`config.mk`:
```
export PLATFORM = sky130hd
export DESIGN_NAME = tilt_rotation_detector_flat
export DESIGN_NICKNAME = d
export VERILOG_FILES = /design/src/design/trd_pkg.sv /design/src/design/trd_intf.sv /design/src/design/trd_lane.sv /design/src/design/trd_quadrant.sv /design/src/design/trd_debounce.sv /design/src/design/tilt_rotation_detector.sv /design/src/flat_wrapper.sv
export SDC_FILE = /design/constraint.sdc
export NUM_CORES = 2
export LEC_CHECK = 0
export BUFFER_PORTS_ARGS = -buffer_cell sky130_fd_sc_hd__buf_4
export CAP_MARGIN = 40
export CORE_ASPECT_RATIO = 0.8
export CORE_MARGIN = 10
export CORE_UTILIZATION = 35
export DETAILED_ROUTE_END_ITERATION = 10
export SLEW_MARGIN = 10
export SYNTH_ARGS = -nofsm -noshare
export SYNTH_HDL_FRONTEND = slang
export SYNTH_SLANG_ARGS = --single-unit
```
`constraint.sdc`:
```
create_clock -name clk -period 12.1 [get_ports clk]
set_clock_uncertainty 0.1 [all_clocks]
set_input_delay 0 -clock clk [delete_from_list [all_inputs] [get_ports clk]]
set_output_delay 0 -clock clk [all_outputs]
set_load 0.03 [all_outputs]
```
`src/design/trd_pkg.sv`:
```
// shared types and constants of the tilt rotation detector
package trd_pkg;

	// configuration port
	localparam int CFG_IDX_W  = 3;
	localparam int CFG_DATA_W = 16;

	localparam logic [CFG_IDX_W-1:0] REG_AUTO_ENABLE     = 3'd0;
	localparam logic [CFG_IDX_W-1:0] REG_MANUAL_ROTATION = 3'd1;
	localparam logic [CFG_IDX_W-1:0] REG_TILT_THRESHOLD  = 3'd2;
	localparam logic [CFG_IDX_W-1:0] REG_FILTER_ALPHA    = 3'd3;
	localparam logic [CFG_IDX_W-1:0] REG_STABLE_TIME     = 3'd4;

	// register widths and reset values
	localparam int THR_W    = 15;
	localparam int ALPHA_W  = 9;
	localparam int STABLE_W = 16;
	localparam int TIME_W   = 32;

	localparam logic [THR_W-1:0]    THR_RESET    = 15'd2048;
	localparam logic [ALPHA_W-1:0]  ALPHA_RESET  = 9'd90;
	localparam logic [STABLE_W-1:0] STABLE_RESET = 16'd350;

	// rotation quadrants
	localparam logic [1:0] ROT_0   = 2'd0;
	localparam logic [1:0] ROT_90  = 2'd1;
	localparam logic [1:0] ROT_180 = 2'd2;
	localparam logic [1:0] ROT_270 = 2'd3;

	// classifier result handed to the debouncer
	typedef struct packed {
		logic              tilted;
		logic [1:0]        target;
		logic [TIME_W-1:0] now;
	} quad_info_t;

	// register writes that touch the debounce state
	typedef struct packed {
		logic       set_auto;
		logic       auto_val;
		logic       set_manual;
		logic [1:0] rot;
	} dbc_cmd_t;

endpackage

```
`src/design/trd_intf.sv`:
```
// channel interfaces: sample in, result out, configuration writes
interface trd_sample_if #(
	parameter int SAMPLE_BITS = 16
);
	logic                          valid;
	logic                          ready;
	logic signed [SAMPLE_BITS-1:0] accel_x;
	logic signed [SAMPLE_BITS-1:0] accel_y;
	logic signed [SAMPLE_BITS-1:0] accel_z;
	logic [31:0]                   now_ms;

	modport source (output valid, accel_x, accel_y, accel_z, now_ms, input ready);
	modport sink   (input valid, accel_x, accel_y, accel_z, now_ms, output ready);
endinterface

interface trd_result_if #(
	parameter int SAMPLE_BITS = 16
);
	logic                          valid;
	logic                          ready;
	logic [1:0]                    rotation;
	logic                          rotation_changed;
	logic                          tilted;
	logic signed [SAMPLE_BITS-1:0] filtered_x;
	logic signed [SAMPLE_BITS-1:0] filtered_y;
	logic signed [SAMPLE_BITS-1:0] filtered_z;

	modport source (output valid, rotation, rotation_changed, tilted,
		filtered_x, filtered_y, filtered_z, input ready);
	modport sink   (input valid, rotation, rotation_changed, tilted,
		filtered_x, filtered_y, filtered_z, output ready);
endinterface

interface trd_cfg_if;
	logic        valid;
	logic        ready;
	logic [2:0]  index;
	logic [15:0] data;

	modport source (output valid, index, data, input ready);
	modport sink   (input valid, index, data, output ready);
endinterface

```
`src/design/trd_lane.sv`:
```
// one axis of the exponential filter
module trd_lane
	import trd_pkg::*;
#(
	parameter int SAMPLE_BITS     = 16,
	parameter int ALPHA_FRAC_BITS = 8,
	parameter int ALPHA_EFF_W     = 9
) (
	input  logic                          clk,
	input  logic                          arst_n,
	input  logic                          load,
	input  logic                          first,
	input  logic signed [SAMPLE_BITS-1:0] sample,
	input  logic [ALPHA_EFF_W-1:0]        alpha,
	output logic signed [SAMPLE_BITS-1:0] filt
);

	localparam int PW = SAMPLE_BITS + ALPHA_EFF_W + 2;

	logic signed [SAMPLE_BITS-1:0] filt_q;
	logic signed [SAMPLE_BITS:0]   diff;
	logic signed [PW-1:0]          prod;
	logic signed [PW-1:0]          step;
	logic signed [SAMPLE_BITS-1:0] next_filt;

	always_comb begin
		diff      = {sample[SAMPLE_BITS-1], sample} - {filt_q[SAMPLE_BITS-1], filt_q};
		prod      = $signed({{(PW-SAMPLE_BITS-1){diff[SAMPLE_BITS]}}, diff})
			* $signed({{(PW-ALPHA_EFF_W){1'b0}}, alpha});
		// floor shift
		step      = prod >>> ALPHA_FRAC_BITS;
		next_filt = filt_q + step[SAMPLE_BITS-1:0];
	end

	always_ff @(posedge clk or negedge arst_n) begin
		if (!arst_n) begin
			filt_q <= '0;
		end else if (load) begin
			filt_q <= first ? sample : next_filt;
		end
	end

	assign filt = filt_q;

endmodule

```
`src/design/trd_quadrant.sv`:
```
// merge stage: tilt test and quadrant pick from filtered x and y
module trd_quadrant
	import trd_pkg::*;
#(
	parameter int SAMPLE_BITS = 16
) (
	input  logic                          clk,
	input  logic                          arst_n,
	input  logic                          in_valid,
	output logic                          in_ready,
	input  logic signed [SAMPLE_BITS-1:0] fx,
	input  logic signed [SAMPLE_BITS-1:0] fy,
	input  logic signed [SAMPLE_BITS-1:0] fz,
	input  logic [TIME_W-1:0]             now,
	input  logic [THR_W-1:0]              threshold,
	output logic                          out_valid,
	input  logic                          out_ready,
	output logic signed [SAMPLE_BITS-1:0] fx_out,
	output logic signed [SAMPLE_BITS-1:0] fy_out,
	output logic signed [SAMPLE_BITS-1:0] fz_out,
	output quad_info_t                    info
);

	localparam int CW = (SAMPLE_BITS > THR_W) ? SAMPLE_BITS : THR_W;

	logic [SAMPLE_BITS-1:0]        ax;
	logic [SAMPLE_BITS-1:0]        ay;
	logic [CW-1:0]                 axw;
	logic [CW-1:0]                 ayw;
	logic [CW-1:0]                 thrw;
	quad_info_t                    info_d;
	logic                          valid_s2;
	quad_info_t                    info_s2;
	logic signed [SAMPLE_BITS-1:0] fx_s2;
	logic signed [SAMPLE_BITS-1:0] fy_s2;
	logic signed [SAMPLE_BITS-1:0] fz_s2;

	always_comb begin
		ax   = fx[SAMPLE_BITS-1] ? -fx : fx;
		ay   = fy[SAMPLE_BITS-1] ? -fy : fy;
		axw  = CW'(ax);
		ayw  = CW'(ay);
		thrw = CW'(threshold);
		info_d.tilted = (axw >= thrw) || (ayw >= thrw);
		info_d.now    = now;
		info_d.target = ROT_0;
		if (info_d.tilted) begin
			if (ayw > axw) begin
				info_d.target = (!fy[SAMPLE_BITS-1] && fy != '0) ? ROT_270 : ROT_90;
			end else begin
				info_d.target = (!fx[SAMPLE_BITS-1] && fx != '0) ? ROT_0 : ROT_180;
			end
		end
	end

	assign in_ready = !valid_s2 || out_ready;

	always_ff @(posedge clk or negedge arst_n) begin
		if (!arst_n) begin
			valid_s2 <= 1'b0;
		end else if (in_ready) begin
			valid_s2 <= in_valid;
		end
	end

	always_ff @(posedge clk) begin
		if (in_ready && in_valid) begin
			info_s2 <= info_d;
			fx_s2   <= fx;
			fy_s2   <= fy;
			fz_s2   <= fz;
		end
	end

	assign out_valid = valid_s2;
	assign info      = info_s2;
	assign fx_out    = fx_s2;
	assign fy_out    = fy_s2;
	assign fz_out    = fz_s2;

endmodule

```
`src/design/trd_debounce.sv`:
```
// rotation debounce state and result register
module trd_debounce
	import trd_pkg::*;
#(
	parameter int SAMPLE_BITS = 16
) (
	input  logic                          clk,
	input  logic                          arst_n,
	input  dbc_cmd_t                      cmd,
	input  logic [STABLE_W-1:0]           stable_time,
	input  logic                          in_valid,
	output logic                          in_ready,
	input  quad_info_t                    info,
	input  logic signed [SAMPLE_BITS-1:0] fx,
	input  logic signed [SAMPLE_BITS-1:0] fy,
	input  logic signed [SAMPLE_BITS-1:0] fz,
	output logic                          out_valid,
	input  logic                          out_ready,
	output logic [1:0]                    rotation,
	output logic                          rotation_changed,
	output logic                          tilted,
	output logic signed [SAMPLE_BITS-1:0] filtered_x,
	output logic signed [SAMPLE_BITS-1:0] filtered_y,
	output logic signed [SAMPLE_BITS-1:0] filtered_z
);

	logic                          auto_q;
	logic [1:0]                    cur_q;
	logic [1:0]                    cand_q;
	logic [TIME_W-1:0]             start_q;
	logic                          valid_s3;
	logic [1:0]                    rot_s3;
	logic                          changed_s3;
	logic                          tilted_s3;
	logic signed [SAMPLE_BITS-1:0] fx_s3;
	logic signed [SAMPLE_BITS-1:0] fy_s3;
	logic signed [SAMPLE_BITS-1:0] fz_s3;
	logic                          take;
	logic [TIME_W-1:0]             elapsed;
	logic                          settle;
	logic                          restart;
	logic                          new_cand;

	assign in_ready = !valid_s3 || out_ready;
	assign take     = in_valid && in_ready;

	always_comb begin
		elapsed  = info.now - start_q;
		restart  = !info.tilted || info.target == cur_q;
		new_cand = !restart && info.target != cand_q;
		settle   = auto_q && !restart && !new_cand
			&& elapsed >= TIME_W'(stable_time);
	end

	always_ff @(posedge clk or negedge arst_n) begin
		if (!arst_n) begin
			auto_q   <= 1'b1;
			cur_q    <= ROT_0;
			cand_q   <= ROT_0;
			start_q  <= '0;
			valid_s3 <= 1'b0;
		end else begin
			if (in_ready) begin
				valid_s3 <= in_valid;
			end
			if (cmd.set_manual) begin
				auto_q <= 1'b0;
				cur_q  <= cmd.rot;
				cand_q <= cmd.rot;
			end else if (cmd.set_auto) begin
				auto_q <= cmd.auto_val;
				cand_q <= cur_q;
			end else if (take && auto_q) begin
				if (restart) begin
					cand_q  <= cur_q;
					start_q <= info.now;
				end else if (new_cand) begin
					cand_q  <= info.target;
					start_q <= info.now;
				end else if (settle) begin
					cur_q <= info.target;
				end
			end
		end
	end

	always_ff @(posedge clk) begin
		if (take) begin
			rot_s3     <= settle ? info.target : cur_q;
			changed_s3 <= settle;
			tilted_s3  <= info.tilted;
			fx_s3      <= fx;
			fy_s3      <= fy;
			fz_s3      <= fz;
		end
	end

	assign out_valid        = valid_s3;
	assign rotation         = rot_s3;
	assign rotation_changed = changed_s3;
	assign tilted           = tilted_s3;
	assign filtered_x       = fx_s3;
	assign filtered_y       = fy_s3;
	assign filtered_z       = fz_s3;

endmodule

```
`src/design/tilt_rotation_detector.sv`:
```
// tilt rotation detector top level: filter lanes, quadrant merge, debounce
// Takes one accelerometer sample (Q4.12 g per axis, millisecond timestamp) per
// transfer and returns one result per sample: the debounced screen rotation,
// a flag for the sample that switched it, the tilt flag and the filtered axes.
// A new sample can be taken every clock cycle while results are taken. Each
// result is registered through the filter lanes, the quadrant stage and the
// debounce stage before it is offered. The rate is set by the filter recurrence,
// which closes without a register through each lane's subtract, multiply and
// add. Each stage holds its item while the next one is full, so the sample side
// keeps taking transfers while a result waits until all three stages hold an
// item, then stalls until the result is taken. Configuration writes are taken
// every cycle and should only be issued with the pipeline empty.
module tilt_rotation_detector
	import trd_pkg::*;
#(
	parameter int SAMPLE_BITS     = 16,
	parameter int ALPHA_FRAC_BITS = 8
) (
	input  logic         clk,
	input  logic         arst_n,
	trd_sample_if.sink   smp,
	trd_result_if.source res,
	trd_cfg_if.sink      cfg
);

	// alpha wide enough for the register and for exactly one
	localparam int ALPHA_EFF_W = (ALPHA_FRAC_BITS + 1 > ALPHA_W) ? ALPHA_FRAC_BITS + 1 : ALPHA_W;
	localparam logic [ALPHA_EFF_W-1:0] ALPHA_ONE = ALPHA_EFF_W'(1) << ALPHA_FRAC_BITS;

	// configuration registers
	logic [THR_W-1:0]    thr_q;
	logic [ALPHA_W-1:0]  alpha_q;
	logic [STABLE_W-1:0] stable_q;
	logic                cfg_wr;
	dbc_cmd_t            cmd;

	// filter and stage one
	logic                          loaded_q;
	logic                          valid_s1;
	logic [TIME_W-1:0]             now_s1;
	logic                          ready_s1;
	logic                          take_s1;
	logic [ALPHA_EFF_W-1:0]        alpha_ext;
	logic [ALPHA_EFF_W-1:0]        alpha_eff;
	logic signed [SAMPLE_BITS-1:0] fx_s1;
	logic signed [SAMPLE_BITS-1:0] fy_s1;
	logic signed [SAMPLE_BITS-1:0] fz_s1;

	// stage two to stage three
	logic                          q_ready;
	logic                          q_valid;
	logic                          d_ready;
	quad_info_t                    q_info;
	logic signed [SAMPLE_BITS-1:0] fx_s2;
	logic signed [SAMPLE_BITS-1:0] fy_s2;
	logic signed [SAMPLE_BITS-1:0] fz_s2;

	// configuration write port, always ready
	assign cfg.ready = 1'b1;
	assign cfg_wr    = cfg.valid;

	always_ff @(posedge clk or negedge arst_n) begin
		if (!arst_n) begin
			thr_q    <= THR_RESET;
			alpha_q  <= ALPHA_RESET;
			stable_q <= STABLE_RESET;
		end else if (cfg_wr) begin
			case (cfg.index)
				REG_TILT_THRESHOLD: begin
					thr_q <= cfg.data[THR_W-1:0];
				end
				REG_FILTER_ALPHA: begin
					alpha_q <= cfg.data[ALPHA_W-1:0];
				end
				REG_STABLE_TIME: begin
					stable_q <= cfg.data[STABLE_W-1:0];
				end
				default: begin
				end
			endcase
		end
	end

	// writes that act on the debounce state directly
	always_comb begin
		cmd.set_auto   = cfg_wr && cfg.index == REG_AUTO_ENABLE;
		cmd.auto_val   = cfg.data[0];
		cmd.set_manual = cfg_wr && cfg.index == REG_MANUAL_ROTATION;
		cmd.rot        = cfg.data[1:0];
	end

	// alpha above one saturates to one
	always_comb begin
		alpha_ext = ALPHA_EFF_W'(alpha_q);
		alpha_eff = (alpha_ext > ALPHA_ONE) ? ALPHA_ONE : alpha_ext;
	end

	// stage one: the lane registers are both filter state and stage payload
	assign ready_s1  = !valid_s1 || q_ready;
	assign smp.ready = ready_s1;
	assign take_s1   = smp.valid && ready_s1;

	always_ff @(posedge clk or negedge arst_n) begin
		if (!arst_n) begin
			valid_s1 <= 1'b0;
			loaded_q <= 1'b0;
		end else begin
			if (ready_s1) begin
				valid_s1 <= smp.valid;
			end
			if (take_s1) begin
				loaded_q <= 1'b1;
			end
		end
	end

	always_ff @(posedge clk) begin
		if (take_s1) begin
			now_s1 <= smp.now_ms;
		end
	end

	trd_lane #(
		.SAMPLE_BITS     (SAMPLE_BITS),
		.ALPHA_FRAC_BITS (ALPHA_FRAC_BITS),
		.ALPHA_EFF_W     (ALPHA_EFF_W)
	) u_lane_x (
		.clk    (clk),
		.arst_n (arst_n),
		.load   (take_s1),
		.first  (!loaded_q),
		.sample (smp.accel_x),
		.alpha  (alpha_eff),
		.filt   (fx_s1)
	);

	trd_lane #(
		.SAMPLE_BITS     (SAMPLE_BITS),
		.ALPHA_FRAC_BITS (ALPHA_FRAC_BITS),
		.ALPHA_EFF_W     (ALPHA_EFF_W)
	) u_lane_y (
		.clk    (clk),
		.arst_n (arst_n),
		.load   (take_s1),
		.first  (!loaded_q),
		.sample (smp.accel_y),
		.alpha  (alpha_eff),
		.filt   (fy_s1)
	);

	// z is filtered only, it takes no part in the quadrant
	trd_lane #(
		.SAMPLE_BITS     (SAMPLE_BITS),
		.ALPHA_FRAC_BITS (ALPHA_FRAC_BITS),
		.ALPHA_EFF_W     (ALPHA_EFF_W)
	) u_lane_z (
		.clk    (clk),
		.arst_n (arst_n),
		.load   (take_s1),
		.first  (!loaded_q),
		.sample (smp.accel_z),
		.alpha  (alpha_eff),
		.filt   (fz_s1)
	);

	// stage two: merge x and y into a tilt flag and target quadrant
	trd_quadrant #(
		.SAMPLE_BITS (SAMPLE_BITS)
	) u_quadrant (
		.clk       (clk),
		.arst_n    (arst_n),
		.in_valid  (valid_s1),
		.in_ready  (q_ready),
		.fx        (fx_s1),
		.fy        (fy_s1),
		.fz        (fz_s1),
		.now       (now_s1),
		.threshold (thr_q),
		.out_valid (q_valid),
		.out_ready (d_ready),
		.fx_out    (fx_s2),
		.fy_out    (fy_s2),
		.fz_out    (fz_s2),
		.info      (q_info)
	);

	// stage three: candidate timing and the result register
	trd_debounce #(
		.SAMPLE_BITS (SAMPLE_BITS)
	) u_debounce (
		.clk              (clk),
		.arst_n           (arst_n),
		.cmd              (cmd),
		.stable_time      (stable_q),
		.in_valid         (q_valid),
		.in_ready         (d_ready),
		.info             (q_info),
		.fx               (fx_s2),
		.fy               (fy_s2),
		.fz               (fz_s2),
		.out_valid        (res.valid),
		.out_ready        (res.ready),
		.rotation         (res.rotation),
		.rotation_changed (res.rotation_changed),
		.tilted           (res.tilted),
		.filtered_x       (res.filtered_x),
		.filtered_y       (res.filtered_y),
		.filtered_z       (res.filtered_z)
	);

endmodule

```
`src/flat_wrapper.sv`:
```
// flat-port wrapper written by rule: the top's interface ports become plain ports
module tilt_rotation_detector_flat import trd_pkg::*;
#(
	parameter int SAMPLE_BITS     = 16,
	parameter int ALPHA_FRAC_BITS = 8
)
  (clk, arst_n, smp_valid, smp_accel_x, smp_accel_y, smp_accel_z, smp_now_ms, smp_ready, res_valid, res_rotation, res_rotation_changed, res_tilted, res_filtered_x, res_filtered_y, res_filtered_z, res_ready, cfg_valid, cfg_index, cfg_data, cfg_ready);
  trd_sample_if #(.SAMPLE_BITS(SAMPLE_BITS)) smp_i ();
  trd_result_if #(.SAMPLE_BITS(SAMPLE_BITS)) res_i ();
  trd_cfg_if cfg_i ();
  input  logic clk;
  input  logic arst_n;
  input wire logic [$bits(smp_i.valid)-1:0] smp_valid;
  input wire logic [$bits(smp_i.accel_x)-1:0] smp_accel_x;
  input wire logic [$bits(smp_i.accel_y)-1:0] smp_accel_y;
  input wire logic [$bits(smp_i.accel_z)-1:0] smp_accel_z;
  input wire logic [$bits(smp_i.now_ms)-1:0] smp_now_ms;
  output wire logic [$bits(smp_i.ready)-1:0] smp_ready;
  output wire logic [$bits(res_i.valid)-1:0] res_valid;
  output wire logic [$bits(res_i.rotation)-1:0] res_rotation;
  output wire logic [$bits(res_i.rotation_changed)-1:0] res_rotation_changed;
  output wire logic [$bits(res_i.tilted)-1:0] res_tilted;
  output wire logic [$bits(res_i.filtered_x)-1:0] res_filtered_x;
  output wire logic [$bits(res_i.filtered_y)-1:0] res_filtered_y;
  output wire logic [$bits(res_i.filtered_z)-1:0] res_filtered_z;
  input wire logic [$bits(res_i.ready)-1:0] res_ready;
  input wire logic [$bits(cfg_i.valid)-1:0] cfg_valid;
  input wire logic [$bits(cfg_i.index)-1:0] cfg_index;
  input wire logic [$bits(cfg_i.data)-1:0] cfg_data;
  output wire logic [$bits(cfg_i.ready)-1:0] cfg_ready;
  assign smp_i.valid = smp_valid;
  assign smp_i.accel_x = smp_accel_x;
  assign smp_i.accel_y = smp_accel_y;
  assign smp_i.accel_z = smp_accel_z;
  assign smp_i.now_ms = smp_now_ms;
  assign smp_ready = smp_i.ready;
  assign res_valid = res_i.valid;
  assign res_rotation = res_i.rotation;
  assign res_rotation_changed = res_i.rotation_changed;
  assign res_tilted = res_i.tilted;
  assign res_filtered_x = res_i.filtered_x;
  assign res_filtered_y = res_i.filtered_y;
  assign res_filtered_z = res_i.filtered_z;
  assign res_i.ready = res_ready;
  assign cfg_i.valid = cfg_valid;
  assign cfg_i.index = cfg_index;
  assign cfg_i.data = cfg_data;
  assign cfg_ready = cfg_i.ready;
  tilt_rotation_detector #(.SAMPLE_BITS(SAMPLE_BITS), .ALPHA_FRAC_BITS(ALPHA_FRAC_BITS)) u_core (.clk(clk), .arst_n(arst_n), .smp(smp_i), .res(res_i), .cfg(cfg_i));
endmodule
```
==> out/metrics.csv <==
metric;value;unit
clk buf depth;3;
Starting Density;35.47;%
CTS Root Cell;clkbuf_16;
fin. max-slew vios;0;
antenna violations before repair;7;
Setup CP Type;register to register;
CTS Hold Bufs;115;
Ports;159;
Critical Path RT;12470;ps
number of synthesized register bits;296;
Final GP Congestion;0.8700;
routed wire length;88.01;mm
Hold Crit Depth;2;
placed inst area;35350;um2
CP Capture Type;register;
clock sink total;296;
dpl cells;4763;
fin nets;4510;
crit-path most repeated cell;inv_1;
YS warnings;0;
DR vias;24440;
synthesized cell area;32560;um2
Iteration-0 DRC Markers;1492;
worst-margin pin slew;958.1;ps
register area share after synthesis;25.36;%
RSZ-0062 raised after global routing;false;
Final period util;79.82;%
syn nets;4245;
status;finished, final reports clean;
DR DRC count;0;
post-cts repair resize count;0;
Die X;361.0;um
CP max FO;9;
synthesized area per cell;9.468;um2
Fin Setup TNS;0;ps
post-CTS setup repair buffer count;0;
drt pass-1 iters;5;
Place WS;2518;ps
DR WL/cell;17.79;um
global-route wire length before repair;141.3;mm
Post-synth ARST share;43.58;%
H-tree levels;2;
vias in the first global route;25100;
largest net degree at the start of global routing;63;
fmax;103.5;MHz
Detail Route Antenna Nets;0;
Non-Filler Instances;4946;
Post-synth top flop;edfxtp_1;
die height;292.8;um
Area Overhead vs Synth;16.36;%
relative slew slack;35.67;%
Worst-path clk slew;60;ps
final setup vio count;0;
Hold Crit Class;input port to register;
synth unique cells;88;
Gate Count Post-Synth;3439;
Final Critical Period;9658;ps
Vias/cell;4.941;
EDFF count, synth;167;
worst path setup slack after routing;2442;ps
most common cell after layout, fill and taps aside;inv_1;
CP startpoint kind;register;
commonest non-fill, non-tap cells in the layout;565 x inv_1, 418 x nand2_1, 355 x fa_1;
Final Cell Area;37890;um2
max_cap viols;0;
Fillers;8939;
worst-skew pair later-pin latency;580;ps
total CTS buffers;35;
CTS tree;built;
area of the core;91790;um2
share of cells above drive strength 1;9.086;%
GRT Total Usage;16.60;%
Final HPWL DP;69.61;mm
crit path DAT;10030;ps
Rows;99;
final-report hold violation count;0;
Die Area;105700;um2
Max stage delay cell, worst path;xnor2_1;
cell count of the worst reg-to-reg path;36;
IO Port Bufs;157;
worst stage delay on the critical path;760;ps
grt total ovfl;0;
flip-flops by register name, summed over array words and instances (netlist names), 16 cells and up:
signal / flops
u_core.u_quadrant.info: 35
u_core.u_debounce.start_q: 32
u_core.u_lane_z.filt: 16
u_core.stable_q: 16
u_core.u_debounce.filtered_x: 16
u_core.u_quadrant.fy_out: 16
u_core.u_debounce.filtered_y: 16
u_core.u_lane_y.filt: 16
u_core.u_debounce.filtered_z: 16
u_core.u_quadrant.fz_out: 16
u_core.u_lane_x.filt: 16
u_core.now_s1: 32
u_core.u_quadrant.fx_out: 16
critical path, delay by kind of cell, from the launching register on:
kind	cells	cell delay [ps]
DFF	1	490
adders and majority gates	8	3320
AOI/OAI and AO/OA	11	2520
xor gates and xnor gates	4	1430
buffers and inverters	6	380
and+or+nand+nor	7	1310
Yosys cell counts (20+ instances only):
master | count | area share (%)
a21o_1 | 54 | 1.2
mux2i_1 | 30 | 0.92
a21oi_1 | 122 | 1.9
nand3_1 | 38 | 0.58
nor3_1 | 46 | 0.71
nand2b_1 | 38 | 0.73
ha_1 | 347 | 13
edfxtp_1 | 167 | 15
o21a_1 | 34 | 0.78
xnor2_1 | 162 | 4.4
and3_1 | 20 | 0.38
o21ai_0 | 161 | 2.5
and2_1 | 112 | 2.2
clkbuf_1 | 79 | 0.91
dfrtp_1 | 117 | 9.0
nand2_1 | 419 | 4.8
fa_1 | 355 | 22
nor2b_1 | 42 | 0.81
nor2_1 | 214 | 2.5
nand4_1 | 25 | 0.48
inv_1 | 566 | 6.5
xor2_1 | 35 | 0.94
cells by family (layout without fill, tap and decap cells):
family                     Yosys count  in the layout  share of synthesized area (%)
buffers and inverters              657            949                          7.585
other                                1              4                        0.01152
and+or+nand+nor                   1001           1001                          14.23
adders and majority gates          702            702                          35.16
muxes                               43             43                          1.372
AOI/OAI and AO/OA                  541            541                          10.92
DFF                                296            296                          25.36
xor gates and xnor gates           198            198                          5.368
final timing paths:
path | start | end | slack, ps
min reg2reg | u_core.u_quadrant.fz_out[5] | u_core.u_debounce.filtered_z[5] | 310
max in group asynchronous | arst_n | u_core.u_debounce.auto_q | 10810
min in group asynchronous | arst_n | u_core.u_lane_x.filt[14] | 520
max reg2reg | u_core.u_lane_x.filt[1] | u_core.u_lane_x.filt[15] | 2440
max | u_core.u_lane_x.filt[1] | u_core.u_lane_x.filt[15] | 2440
min | smp_now_ms[13] | u_core.now_s1[13] | 40
per-layer routing:
layer / global-route usage [%] / part of all wire [%] / up-vias
li1: - / - / 11810
met1: 23.75 / 48 / 12040
met2: 26.67 / 45 / 503
met3: 2.135 / 4.8 / 80
met4: 3.437 / 1.6 / 8
met5: 0 / 0.062 / -
metrics by stage:
stage	util, %	hold slack, ps
after floorplan	-	-395.6
after global placement	38.41	-28.05
after detailed placement	38.52	-16.60
after CTS	41.24	2.745
after global routing	41.27	26.90
final	41.28	42.42
layout make-up:
type / count / area, um2 / share of cell area (%)
timing repair buffer: 317 / 2741 / 7.236
multi-input combinational: 2486 / 21900 / 57.80
tap: 1212 / 1516 / 4.002
clock inverter: 24 / 395.4 / 1.044
sequential: 296 / 8260 / 21.80
clock buffer: 40 / 934.6 / 2.467
antenna: 3 / 7.507 / 0.01981
inverter: 568 / 2132 / 5.627
Power is left out: the tool's default activity adds up to more than one toggle a clock period on the data nets, which glitch-free logic cannot reach.
